<file path="config.mk">
export PLATFORM = sky130hd
export DESIGN_NAME = servo_bus_command_encoder
export DESIGN_NICKNAME = d
export VERILOG_FILES = /design/src/rtl/core/sbce_pkg.sv /design/src/rtl/core/servo_bus_command_encoder.sv /design/src/rtl/core/sbce_sub_unit.sv /design/src/rtl/core/sbce_byte_fmt.sv
export SDC_FILE = /design/constraint.sdc
export NUM_CORES = 1
export LEC_CHECK = 0
export BUFFER_PORTS_ARGS = -buffer_cell sky130_fd_sc_hd__buf_2
export CORE_MARGIN = 1
export CORE_UTILIZATION = 50
export DETAILED_ROUTE_END_ITERATION = 6
export PLACE_DENSITY = 0.72
export SLEW_MARGIN = 20
export SYNTH_ARGS = -nofsm -noshare
export SYNTH_HDL_FRONTEND = slang
export SYNTH_SLANG_ARGS = --single-unit
</file>
<file path="constraint.sdc">
create_clock -name aclk -period 6.6 [get_ports aclk]
set_input_delay 0.99 -clock aclk [delete_from_list [all_inputs] [get_ports aclk]]
set_output_delay 0.99 -clock aclk [all_outputs]
set_load 0.005 [all_outputs]
</file>
<file path="src/rtl/core/sbce_pkg.sv">
// Shared types, constants and tables of the servo bus command encoder.
`default_nettype none
package sbce_pkg;

    // Widths of the work registers
    localparam int REM_W   = 19;   // holds |angle| * 1000 up to 270000
    localparam int MAG_W   = 9;    // span magnitude 180 or 270
    localparam int WGT_W   = 10;   // decimal weights up to 1000
    localparam int QUO_W   = 10;   // quotient up to 1000
    localparam int PULSE_W = 12;   // pulse up to 2500 before clamp
    localparam int IDX_W   = 5;    // byte index 0..16

    // Command kinds
    localparam logic OP_MODE  = 1'b0;
    localparam logic OP_ANGLE = 1'b1;

    // Pulse mapping constants
    localparam logic [REM_W-1:0]   ANGLE_SCALE = 19'd1000;
    localparam logic [PULSE_W-1:0] PULSE_MID   = 12'd1500;
    localparam logic [PULSE_W-1:0] PULSE_MIN   = 12'd500;
    localparam logic [PULSE_W-1:0] PULSE_MAX   = 12'd2500;
    localparam logic [MAG_W-1:0]   MAG_270     = 9'd270;
    localparam logic [MAG_W-1:0]   MAG_180     = 9'd180;

    // Span codes: -270, +270, -180, +180
    localparam logic [1:0] SPAN_N270 = 2'd0;
    localparam logic [1:0] SPAN_P270 = 2'd1;
    localparam logic [1:0] SPAN_N180 = 2'd2;
    localparam logic [1:0] SPAN_P180 = 2'd3;

    // Last byte index of each command
    localparam logic [IDX_W-1:0] MODE_LAST_IDX  = 5'd11;
    localparam logic [IDX_W-1:0] ANGLE_LAST_IDX = 5'd16;

    // ASCII characters
    localparam logic [7:0] CH_HASH  = 8'h23;
    localparam logic [7:0] CH_BANG  = 8'h21;
    localparam logic [7:0] CH_ZERO  = 8'h30;
    localparam logic [7:0] CH_ONE   = 8'h31;
    localparam logic [7:0] CH_FOUR  = 8'h34;
    localparam logic [7:0] CH_P     = 8'h50;
    localparam logic [7:0] CH_M     = 8'h4D;
    localparam logic [7:0] CH_O     = 8'h4F;
    localparam logic [7:0] CH_D     = 8'h44;
    localparam logic [7:0] CH_T     = 8'h54;
    localparam logic [7:0] CH_CR    = 8'h0D;
    localparam logic [7:0] CH_LF    = 8'h0A;

    // Result of the shared compare-subtract unit
    typedef struct packed {
        logic             ge;     // remainder >= operand
        logic [REM_W-1:0] diff;   // remainder - operand
    } sbce_sub_t;

    // Everything the byte formatter needs for one command
    typedef struct packed {
        logic             op;
        logic [7:0]       mode;
        logic [11:0]      addr_dig;   // hundreds, tens, ones nibbles
        logic [15:0]      pulse_dig;  // thousands .. ones nibbles
    } sbce_fmt_t;

    // Span magnitude for a span code
    function automatic logic [MAG_W-1:0] span_mag(input logic [1:0] code);
        logic [MAG_W-1:0] m;
        case (code)
            SPAN_N270, SPAN_P270: m = MAG_270;
            default:              m = MAG_180;
        endcase
        return m;
    endfunction

    // Negative spans clamp symmetric, positive ones from zero
    function automatic logic span_is_neg(input logic [1:0] code);
        return (code == SPAN_N270) || (code == SPAN_N180);
    endfunction

    // Decimal weight by digit position: 1000, 100, 10, 1
    function automatic logic [WGT_W-1:0] dec_weight(input logic [1:0] pos);
        logic [WGT_W-1:0] w;
        case (pos)
            2'd0:    w = 10'd1000;
            2'd1:    w = 10'd100;
            2'd2:    w = 10'd10;
            default: w = 10'd1;
        endcase
        return w;
    endfunction

    // ASCII byte of one decimal digit
    function automatic logic [7:0] dec_char(input logic [3:0] nib);
        return CH_ZERO | {4'h0, nib};
    endfunction

endpackage
`default_nettype wire

</file>
<file path="src/rtl/core/servo_bus_command_encoder.sv">
// Top level: sequencer of the serial bus servo command encoder.
`default_nettype none
// Takes one command item at a time and streams its ASCII command out byte by
// byte, LF flagged by m_tlast. A mode item takes the address conversion
// plus 12 byte beats; an angle item takes the address conversion, the clamp,
// the scaling, the division and the pulse conversion plus 17 byte beats, and
// the beats wait while m_tready stalls. The work runs on the single shared
// compare-subtract unit: one step per cycle for the three address digits
// (4 steps each), the restoring division by the span magnitude (10 steps)
// and the four pulse digits (4 steps each). s_tready is high only while no
// command is in progress. The servo address register may be written at any
// time through cfg_*; it is sampled when an item is accepted, so an item
// taken at the same edge as a write still uses the old address.
module servo_bus_command_encoder (
    input  wire logic        aclk,
    input  wire logic        aresetn,
    // Configuration: servo address
    input  wire logic        cfg_valid,
    output logic             cfg_ready,
    input  wire logic [7:0]  cfg_data,
    // Command items
    input  wire logic        s_tvalid,
    output logic             s_tready,
    input  wire logic [23:0] s_tdata,   // [7:0] mode_char, [23:8] set_angle
    input  wire logic [0:0]  s_tuser,   // [0] opcode
    // Command bytes
    output logic             m_tvalid,
    input  wire logic        m_tready,
    output logic [7:0]       m_tdata,   // [7:0] command_byte
    output logic             m_tlast    // last_byte
);

    // Sequencer states
    localparam logic [2:0] S_IDLE  = 3'd0;
    localparam logic [2:0] S_ADDR  = 3'd1;
    localparam logic [2:0] S_PREP  = 3'd2;
    localparam logic [2:0] S_MUL   = 3'd3;
    localparam logic [2:0] S_DIV   = 3'd4;
    localparam logic [2:0] S_PULSE = 3'd5;
    localparam logic [2:0] S_PDIG  = 3'd6;
    localparam logic [2:0] S_SEND  = 3'd7;

    localparam logic [3:0] ADDR_LAST_STEP = 4'd11;
    localparam logic [3:0] DIV_LAST_STEP  = 4'd9;
    localparam logic [3:0] PDIG_LAST_STEP = 4'd15;

    logic [2:0]                      state_reg, state_next;
    logic [3:0]                      step_reg, step_next;
    logic [sbce_pkg::IDX_W-1:0]      byte_idx_reg, byte_idx_next;
    logic [1:0]                      span_reg, span_next;
    logic [7:0]                      addr_reg;
    logic                            op_reg, op_next;
    logic [7:0]                      mode_reg, mode_next;
    logic [15:0]                     angle_reg, angle_next;
    logic [sbce_pkg::REM_W-1:0]      rem_reg, rem_next;
    logic [sbce_pkg::MAG_W-1:0]      abs_reg, abs_next;
    logic                            neg_reg, neg_next;
    logic [sbce_pkg::QUO_W-1:0]      quo_reg, quo_next;
    logic [11:0]                     addr_dig_reg, addr_dig_next;
    logic [15:0]                     pulse_dig_reg, pulse_dig_next;

    logic [sbce_pkg::REM_W-1:0]      operand;
    sbce_pkg::sbce_sub_t             sub_res;
    sbce_pkg::sbce_fmt_t             fmt;
    logic                            cmd_last;
    logic [sbce_pkg::MAG_W-1:0]      mag;
    logic [1:0]                      wgt_pos;
    logic signed [16:0]              ang_ext, lim_hi, lim_lo, ang_clamped, ang_abs;
    logic [sbce_pkg::PULSE_W-1:0]    pulse_raw, pulse_clamped;

    assign cfg_ready = 1'b1;
    assign s_tready  = (state_reg == S_IDLE);
    assign m_tvalid  = (state_reg == S_SEND);
    assign m_tlast   = cmd_last;
    assign mag       = sbce_pkg::span_mag(span_reg);

    // Operand of the shared unit: shifted decimal weight or shifted divisor
    always_comb begin
        if (state_reg == S_ADDR) begin
            wgt_pos = step_reg[3:2] + 2'd1;
        end else begin
            wgt_pos = step_reg[3:2];
        end
        if (state_reg == S_DIV) begin
            operand = {{(sbce_pkg::REM_W-sbce_pkg::MAG_W){1'b0}}, mag}
                      << (4'd9 - step_reg);
        end else begin
            operand = {{(sbce_pkg::REM_W-sbce_pkg::WGT_W){1'b0}},
                       sbce_pkg::dec_weight(wgt_pos)} << (2'd3 - step_reg[1:0]);
        end
    end

    sbce_sub_unit u_sub (
        .rem     (rem_reg),
        .operand (operand),
        .res     (sub_res)
    );

    // Clamp the angle to the current span
    always_comb begin
        ang_ext = {angle_reg[15], angle_reg};
        lim_hi  = {8'b0, mag};
        lim_lo  = sbce_pkg::span_is_neg(span_reg) ? -lim_hi : 17'sd0;
        if (ang_ext < lim_lo) begin
            ang_clamped = lim_lo;
        end else if (ang_ext > lim_hi) begin
            ang_clamped = lim_hi;
        end else begin
            ang_clamped = ang_ext;
        end
        ang_abs = ang_clamped[16] ? -ang_clamped : ang_clamped;
    end

    // Pulse around the midpoint, then clamp
    always_comb begin
        if (neg_reg) begin
            pulse_raw = sbce_pkg::PULSE_MID - {2'b0, quo_reg};
        end else begin
            pulse_raw = sbce_pkg::PULSE_MID + {2'b0, quo_reg};
        end
        if (pulse_raw < sbce_pkg::PULSE_MIN) begin
            pulse_clamped = sbce_pkg::PULSE_MIN;
        end else if (pulse_raw > sbce_pkg::PULSE_MAX) begin
            pulse_clamped = sbce_pkg::PULSE_MAX;
        end else begin
            pulse_clamped = pulse_raw;
        end
    end

    // Sequencer
    always_comb begin
        state_next     = state_reg;
        step_next      = step_reg;
        byte_idx_next  = byte_idx_reg;
        span_next      = span_reg;
        op_next        = op_reg;
        mode_next      = mode_reg;
        angle_next     = angle_reg;
        rem_next       = rem_reg;
        abs_next       = abs_reg;
        neg_next       = neg_reg;
        quo_next       = quo_reg;
        addr_dig_next  = addr_dig_reg;
        pulse_dig_next = pulse_dig_reg;
        case (state_reg)
            S_IDLE: begin
                if (s_tvalid) begin
                    op_next    = s_tuser[0];
                    mode_next  = s_tdata[7:0];
                    angle_next = s_tdata[23:8];
                    rem_next   = {{(sbce_pkg::REM_W-8){1'b0}}, addr_reg};
                    step_next  = 4'd0;
                    state_next = S_ADDR;
                end
            end
            S_ADDR: begin
                rem_next      = sub_res.ge ? sub_res.diff : rem_reg;
                addr_dig_next = {addr_dig_reg[10:0], sub_res.ge};
                step_next     = step_reg + 4'd1;
                if (step_reg == ADDR_LAST_STEP) begin
                    step_next     = 4'd0;
                    byte_idx_next = '0;
                    state_next    = (op_reg == sbce_pkg::OP_ANGLE) ? S_PREP : S_SEND;
                end
            end
            S_PREP: begin
                abs_next   = ang_abs[sbce_pkg::MAG_W-1:0];
                neg_next   = ang_clamped[16];
                state_next = S_MUL;
            end
            S_MUL: begin
                rem_next   = sbce_pkg::REM_W'(
                    {{(sbce_pkg::REM_W-sbce_pkg::MAG_W){1'b0}}, abs_reg}
                    * sbce_pkg::ANGLE_SCALE);
                step_next  = 4'd0;
                state_next = S_DIV;
            end
            S_DIV: begin
                rem_next  = sub_res.ge ? sub_res.diff : rem_reg;
                quo_next  = {quo_reg[sbce_pkg::QUO_W-2:0], sub_res.ge};
                step_next = step_reg + 4'd1;
                if (step_reg == DIV_LAST_STEP) begin
                    state_next = S_PULSE;
                end
            end
            S_PULSE: begin
                rem_next   = {{(sbce_pkg::REM_W-sbce_pkg::PULSE_W){1'b0}}, pulse_clamped};
                step_next  = 4'd0;
                state_next = S_PDIG;
            end
            S_PDIG: begin
                rem_next       = sub_res.ge ? sub_res.diff : rem_reg;
                pulse_dig_next = {pulse_dig_reg[14:0], sub_res.ge};
                step_next      = step_reg + 4'd1;
                if (step_reg == PDIG_LAST_STEP) begin
                    step_next     = 4'd0;
                    byte_idx_next = '0;
                    state_next    = S_SEND;
                end
            end
            S_SEND: begin
                if (m_tready) begin
                    byte_idx_next = byte_idx_reg + 5'd1;
                    if (cmd_last) begin
                        state_next = S_IDLE;
                        // mode '1'..'4' picks the new span after the command
                        if ((op_reg == sbce_pkg::OP_MODE) &&
                            (mode_reg inside {[sbce_pkg::CH_ONE:sbce_pkg::CH_FOUR]})) begin
                            span_next = mode_reg[1:0] - 2'd1;
                        end
                    end
                end
            end
            default: begin
                state_next = S_IDLE;
            end
        endcase
    end

    // Control registers
    always_ff @(posedge aclk) begin
        if (!aresetn) begin
            state_reg    <= S_IDLE;
            step_reg     <= 4'd0;
            byte_idx_reg <= '0;
            span_reg     <= sbce_pkg::SPAN_P180;
            addr_reg     <= 8'd0;
        end else begin
            state_reg    <= state_next;
            step_reg     <= step_next;
            byte_idx_reg <= byte_idx_next;
            span_reg     <= span_next;
            if (cfg_valid) begin
                addr_reg <= cfg_data;
            end
        end
    end

    // Work registers
    always_ff @(posedge aclk) begin
        op_reg        <= op_next;
        mode_reg      <= mode_next;
        angle_reg     <= angle_next;
        rem_reg       <= rem_next;
        abs_reg       <= abs_next;
        neg_reg       <= neg_next;
        quo_reg       <= quo_next;
        addr_dig_reg  <= addr_dig_next;
        pulse_dig_reg <= pulse_dig_next;
    end

    assign fmt.op        = op_reg;
    assign fmt.mode      = mode_reg;
    assign fmt.addr_dig  = addr_dig_reg;
    assign fmt.pulse_dig = pulse_dig_reg;

    sbce_byte_fmt u_fmt (
        .fmt      (fmt),
        .byte_idx (byte_idx_reg),
        .cmd_byte (m_tdata),
        .cmd_last (cmd_last)
    );

    // Input and output never open at the same time
    a_no_overlap: assert property (@(posedge aclk) disable iff (!aresetn)
        !(s_tready && m_tvalid))
        else $error("input ready while bytes are being sent");

    // After the LF is taken the block takes the next item
    a_ready_after_last: assert property (@(posedge aclk) disable iff (!aresetn)
        (m_tvalid && m_tready && m_tlast) |=> s_tready)
        else $error("not ready after last byte");

    // An accepted item starts work at once
    a_busy_after_accept: assert property (@(posedge aclk) disable iff (!aresetn)
        (s_tvalid && s_tready) |=> (!s_tready && !m_tvalid))
        else $error("accepted item did not start work");

    // Pulse digits stay decimal
    a_pulse_digits: assert property (@(posedge aclk) disable iff (!aresetn)
        (m_tvalid && (op_reg == sbce_pkg::OP_ANGLE)) |->
        ((pulse_dig_reg[15:12] <= 4'd9) && (pulse_dig_reg[11:8] <= 4'd9) &&
         (pulse_dig_reg[7:4] <= 4'd9) && (pulse_dig_reg[3:0] <= 4'd9)))
        else $error("pulse digit out of range");

endmodule
`default_nettype wire

</file>
<file path="src/rtl/core/sbce_sub_unit.sv">
// Shared compare-subtract unit used for division and decimal conversion.
`default_nettype none
module sbce_sub_unit (
    input  wire logic [sbce_pkg::REM_W-1:0] rem,
    input  wire logic [sbce_pkg::REM_W-1:0] operand,
    output sbce_pkg::sbce_sub_t             res
);

    logic [sbce_pkg::REM_W:0] wide_diff;

    // One subtraction; the borrow tells whether the operand fits
    always_comb begin
        wide_diff = {1'b0, rem} - {1'b0, operand};
        res.ge    = ~wide_diff[sbce_pkg::REM_W];
        res.diff  = wide_diff[sbce_pkg::REM_W-1:0];
    end

endmodule
`default_nettype wire

</file>
<file path="src/rtl/core/sbce_byte_fmt.sv">
// Byte formatter: picks the ASCII byte of a command by its position.
`default_nettype none
module sbce_byte_fmt (
    input  wire sbce_pkg::sbce_fmt_t          fmt,
    input  wire logic [sbce_pkg::IDX_W-1:0]   byte_idx,
    output logic [7:0]                        cmd_byte,
    output logic                              cmd_last
);

    logic [7:0] mode_byte;
    logic [7:0] angle_byte;

    // Bytes of "#aaaPMODm!" CR LF
    always_comb begin
        case (byte_idx)
            5'd0:    mode_byte = sbce_pkg::CH_HASH;
            5'd1:    mode_byte = sbce_pkg::dec_char(fmt.addr_dig[11:8]);
            5'd2:    mode_byte = sbce_pkg::dec_char(fmt.addr_dig[7:4]);
            5'd3:    mode_byte = sbce_pkg::dec_char(fmt.addr_dig[3:0]);
            5'd4:    mode_byte = sbce_pkg::CH_P;
            5'd5:    mode_byte = sbce_pkg::CH_M;
            5'd6:    mode_byte = sbce_pkg::CH_O;
            5'd7:    mode_byte = sbce_pkg::CH_D;
            5'd8:    mode_byte = fmt.mode;
            5'd9:    mode_byte = sbce_pkg::CH_BANG;
            5'd10:   mode_byte = sbce_pkg::CH_CR;
            default: mode_byte = sbce_pkg::CH_LF;
        endcase
    end

    // Bytes of "#aaaPppppT0100!" CR LF
    always_comb begin
        case (byte_idx)
            5'd0:    angle_byte = sbce_pkg::CH_HASH;
            5'd1:    angle_byte = sbce_pkg::dec_char(fmt.addr_dig[11:8]);
            5'd2:    angle_byte = sbce_pkg::dec_char(fmt.addr_dig[7:4]);
            5'd3:    angle_byte = sbce_pkg::dec_char(fmt.addr_dig[3:0]);
            5'd4:    angle_byte = sbce_pkg::CH_P;
            5'd5:    angle_byte = sbce_pkg::dec_char(fmt.pulse_dig[15:12]);
            5'd6:    angle_byte = sbce_pkg::dec_char(fmt.pulse_dig[11:8]);
            5'd7:    angle_byte = sbce_pkg::dec_char(fmt.pulse_dig[7:4]);
            5'd8:    angle_byte = sbce_pkg::dec_char(fmt.pulse_dig[3:0]);
            5'd9:    angle_byte = sbce_pkg::CH_T;
            5'd10:   angle_byte = sbce_pkg::CH_ZERO;
            5'd11:   angle_byte = sbce_pkg::CH_ONE;
            5'd12:   angle_byte = sbce_pkg::CH_ZERO;
            5'd13:   angle_byte = sbce_pkg::CH_ZERO;
            5'd14:   angle_byte = sbce_pkg::CH_BANG;
            5'd15:   angle_byte = sbce_pkg::CH_CR;
            default: angle_byte = sbce_pkg::CH_LF;
        endcase
    end

    // Select by command kind, flag the LF
    always_comb begin
        if (fmt.op == sbce_pkg::OP_ANGLE) begin
            cmd_byte = angle_byte;
            cmd_last = (byte_idx == sbce_pkg::ANGLE_LAST_IDX);
        end else begin
            cmd_byte = mode_byte;
            cmd_last = (byte_idx == sbce_pkg::MODE_LAST_IDX);
        end
    end

endmodule
`default_nettype wire
</file>
==> impl_metrics.toml <==
[logic_synthesis]
ys_async_sr_fraction = 0
synth_top_area_cell = "edfxtp_1"
ys_seq_area_frac = 0.335
synth.top_cells.by_area = "edfxtp_1 29%, ha_1 13%, fa_1 5.7%"
syn_area_mm2 = 0.00956
ys_ff_latch = 114
synth_edf_count = 92
synth_cell_type_count = 92
avgSynthCellArea_um2 = 9.39
netlist.area_leader.share = 0.289
yosys_warnings = 0
ys.flop_type = "edfxtp_1"
synthTopCellsByCount = "100 x ha_1, 92 x edfxtp_1, 87 x nor2_1"
post-synth-top-count-cell = "ha_1"
syn_nets = 1183
synthCells = 1018

[worst_setup_path]
rr_startpoint = "state_reg[0]$_SDFFE_PN0P_"
start_kind = "flip-flop"
critPathCaptureType = "flip-flop"
r2r-end = "rem_reg[4]$_DFFE_PP_"
reg2reg_depth = 18
r2r_slack_ns = 1.13
cp.arrival_ns = 5.58
crit_fanout = 19
critPathKind = "flip-flop to flip-flop"
required_ns = 6.71

[cells_and_area]
largest_reg_flops = 19
finish.utilization = 0.562
drive_gt1_frac = 0.103
layout.nets = 1214
nFillCells = 1604
diodes = 0
syn2layout_area_growth_pct = 9.94

[clock_network]
root_buffer = "clkbuf_16"
postCtsSetupBuffers = 0
cts-buffers-inserted = 17
tritoncts = "yes"
clock_sinks = 114
post_cts_resized = 0
h-tree-depth = 4
clk_pin_slew_ns = 0.07
hold_buffers = 0
clkLatencyLatePin_ns = 0.43
cts.path.max_buffers = 2

[floorplanning]
io_pins = 50
die-area_mm2 = 0.0197
rows = 50
die_h_um = 140
die_w_um = 140
start_util = 0.511
core-area_mm2 = 0.0187

[detailed_routing]
drcViolationCount = 0
drt-pass1-iter-count = 5
antenna_left = 0
vias = 7692
drt-total-wl_mm = 22.4
post_drt_wl_per_cell_um = 17.3
drt_iter0_drc = 536
viasPerCell = 5.94

[power_and_ir_drop]
switching_share = 0.470
clkPwrFrac = 0.149
power.density_mw_per_mm2 = 601
seqPwrFrac = 0.195
ir_drop_uv = 465
p_leak_nw = 4.30
p_switching_mw = 2.97
internal-power_mw = 3.35
combPwrFrac = 0.656

[sta]
final-hold-violation-count = 0
fin_setup_tns_ns = 0
fmax_ghz = 0.183
min_period_over_period = 0.828
setup_violations = 0
skew_ns = 0.0139
rsz0062_at_grt = "no"
min_period_ns = 5.47
drv_slew = 0
worst_pin_slew_ns = 0.954
slew-limit-headroom = 0.348

[min_path]
hold_end = "addr_dig_reg[11]$_DFFE_PP_"
hold_class = "flip-flop to flip-flop"
worstHoldPathCells = 0
min_from = "addr_dig_reg[10]$_DFFE_PP_"

[place]
port_buffers = 48
hpwl_mm = 17.1
place.gp.congestion = 0.907

[run]
cap_violations = 0

[global_route]
grt_pass1_wl_mm = 37.0
grt_max_degree = 33
overflow = 0
grt_pass1_vias = 7237
grt_usage = 0.239
antenna_found_initial = 0

[run_status]
status = "finished, final reports clean"
[cell usage in the layout, fill, tap and decap left out, types with 6 or more instances in the layout]
master	n
and3_1	6
nand2b_1	19
a21o_1	13
edfxtp_1	92
fa_1	27
nor3_1	19
ha_1	100
nand4_1	7
a211oi_1	10
or3_1	11
buf_2	48
and2_1	7
o21a_1	6
inv_1	84
nor2b_1	12
a22o_1	6
clkbuf_16	17
dfxtp_1	22
o211ai_1	8
o21ai_0	59
nand3_1	19
nor2_1	87
a22oi_1	13
o22ai_1	7
xor2_1	18
mux2i_1	13
a31oi_1	12
nand2_1	81
a21oi_1	75
xnor2_1	27
[critical path: stages (launching register included)]
cell and delay (ns):
dfxtp_1 0.69, inv_1 0.22, or3_1 0.47, inv_2 0.31, nor2_1 0.10, a21oi_1 0.39, nand2_1 0.19, a21oi_1 0.17
nor3_1 0.06, a21oi_1 0.16, ha_1 0.31, a21o_1 0.18, a21oi_1 0.18, a21oi_1 0.13, o41ai_2 0.47, o21ai_0 0.24
a21o_1 0.22, a31o_2 0.27, o21ba_2 0.39
[metrics by stage]
step | cell area [um^2] | power [mW] | std cells | hold slack, ns | setup slack, ns
after floorplan | 9560 | 4.41 | 1018 | 0.425 | 2.20
after global placement | 9910 | 5.32 | 1264 | 0.437 | 1.36
after detailed placement | 9910 | 5.35 | 1264 | 0.444 | 1.19
after CTS | 10500 | 6.32 | 1296 | 0.457 | 1.17
after global routing | 10500 | 6.94 | 1296 | 0.467 | 0.589
final | 10500 | 6.32 | 1296 | 0.462 | 1.13
[area by class of cell]
class                           instances  area, um^2  share of cell area
Multi-Input combinational cell        776        5810               0.553
Sequential cell                       114        3200               0.305
Clock buffer                           17         425              0.0405
Inverter                               87         327              0.0311
Tap cell                              234         293              0.0279
Timing Repair Buffer                   53         278              0.0264
Clock inverter                         15         173              0.0164
[power groups by stage]
stage          clock [mW]  sequential, mW  combinational, mW
6_report            0.940            1.23               4.14
5_1_grt             0.975            1.26               4.71
4_1_cts             0.949            1.23               4.14
3_5_place_dp            0            1.24               4.10
3_3_place_gp            0            1.24               4.08
2_1_floorplan           0            1.15               3.27
[how the worst max path moves through the flow]
stage / start / to / slack, ns / cells past startpoint
global placement: state_reg[0]$_SDFFE_PN0P_ / rem_reg[13]$_DFFE_PP_ / 1.36 / 18
detailed placement: state_reg[0]$_SDFFE_PN0P_ / rem_reg[13]$_DFFE_PP_ / 1.19 / 18
global route: state_reg[0]$_SDFFE_PN0P_ / rem_reg[4]$_DFFE_PP_ / 0.59 / 18
CTS: state_reg[0]$_SDFFE_PN0P_ / rem_reg[4]$_DFFE_PP_ / 1.17 / 18
finish: state_reg[0]$_SDFFE_PN0P_ / rem_reg[4]$_DFFE_PP_ / 1.13 / 18
floorplan: state_reg[0]$_SDFFE_PN0P_ / rem_reg[0]$_DFFE_PP_ / 2.20 / 19
[metal layers]
metal  vias up  routed length, um  global-route usage
li1       3803                  -                   -
met1      3646              10400               0.332
met2       216              10300               0.373
met3        27               1210              0.0444
met4         0                414              0.0891
met5         -                  0                   0
[logic make-up (layout without fill, tap and decap cells)]
kind of cell	after synthesis	after routing	share of synthesized area
compound gates	293	293	0.212
xor+xnor	46	46	0.0429
fa+ha+maj	127	127	0.187
buf+inv	128	172	0.0572
flops	114	114	0.335
mux	15	15	0.0160
other cells	1	1	0.000392
simple gates	294	294	0.149
Power figures use the tool's default switching activity.
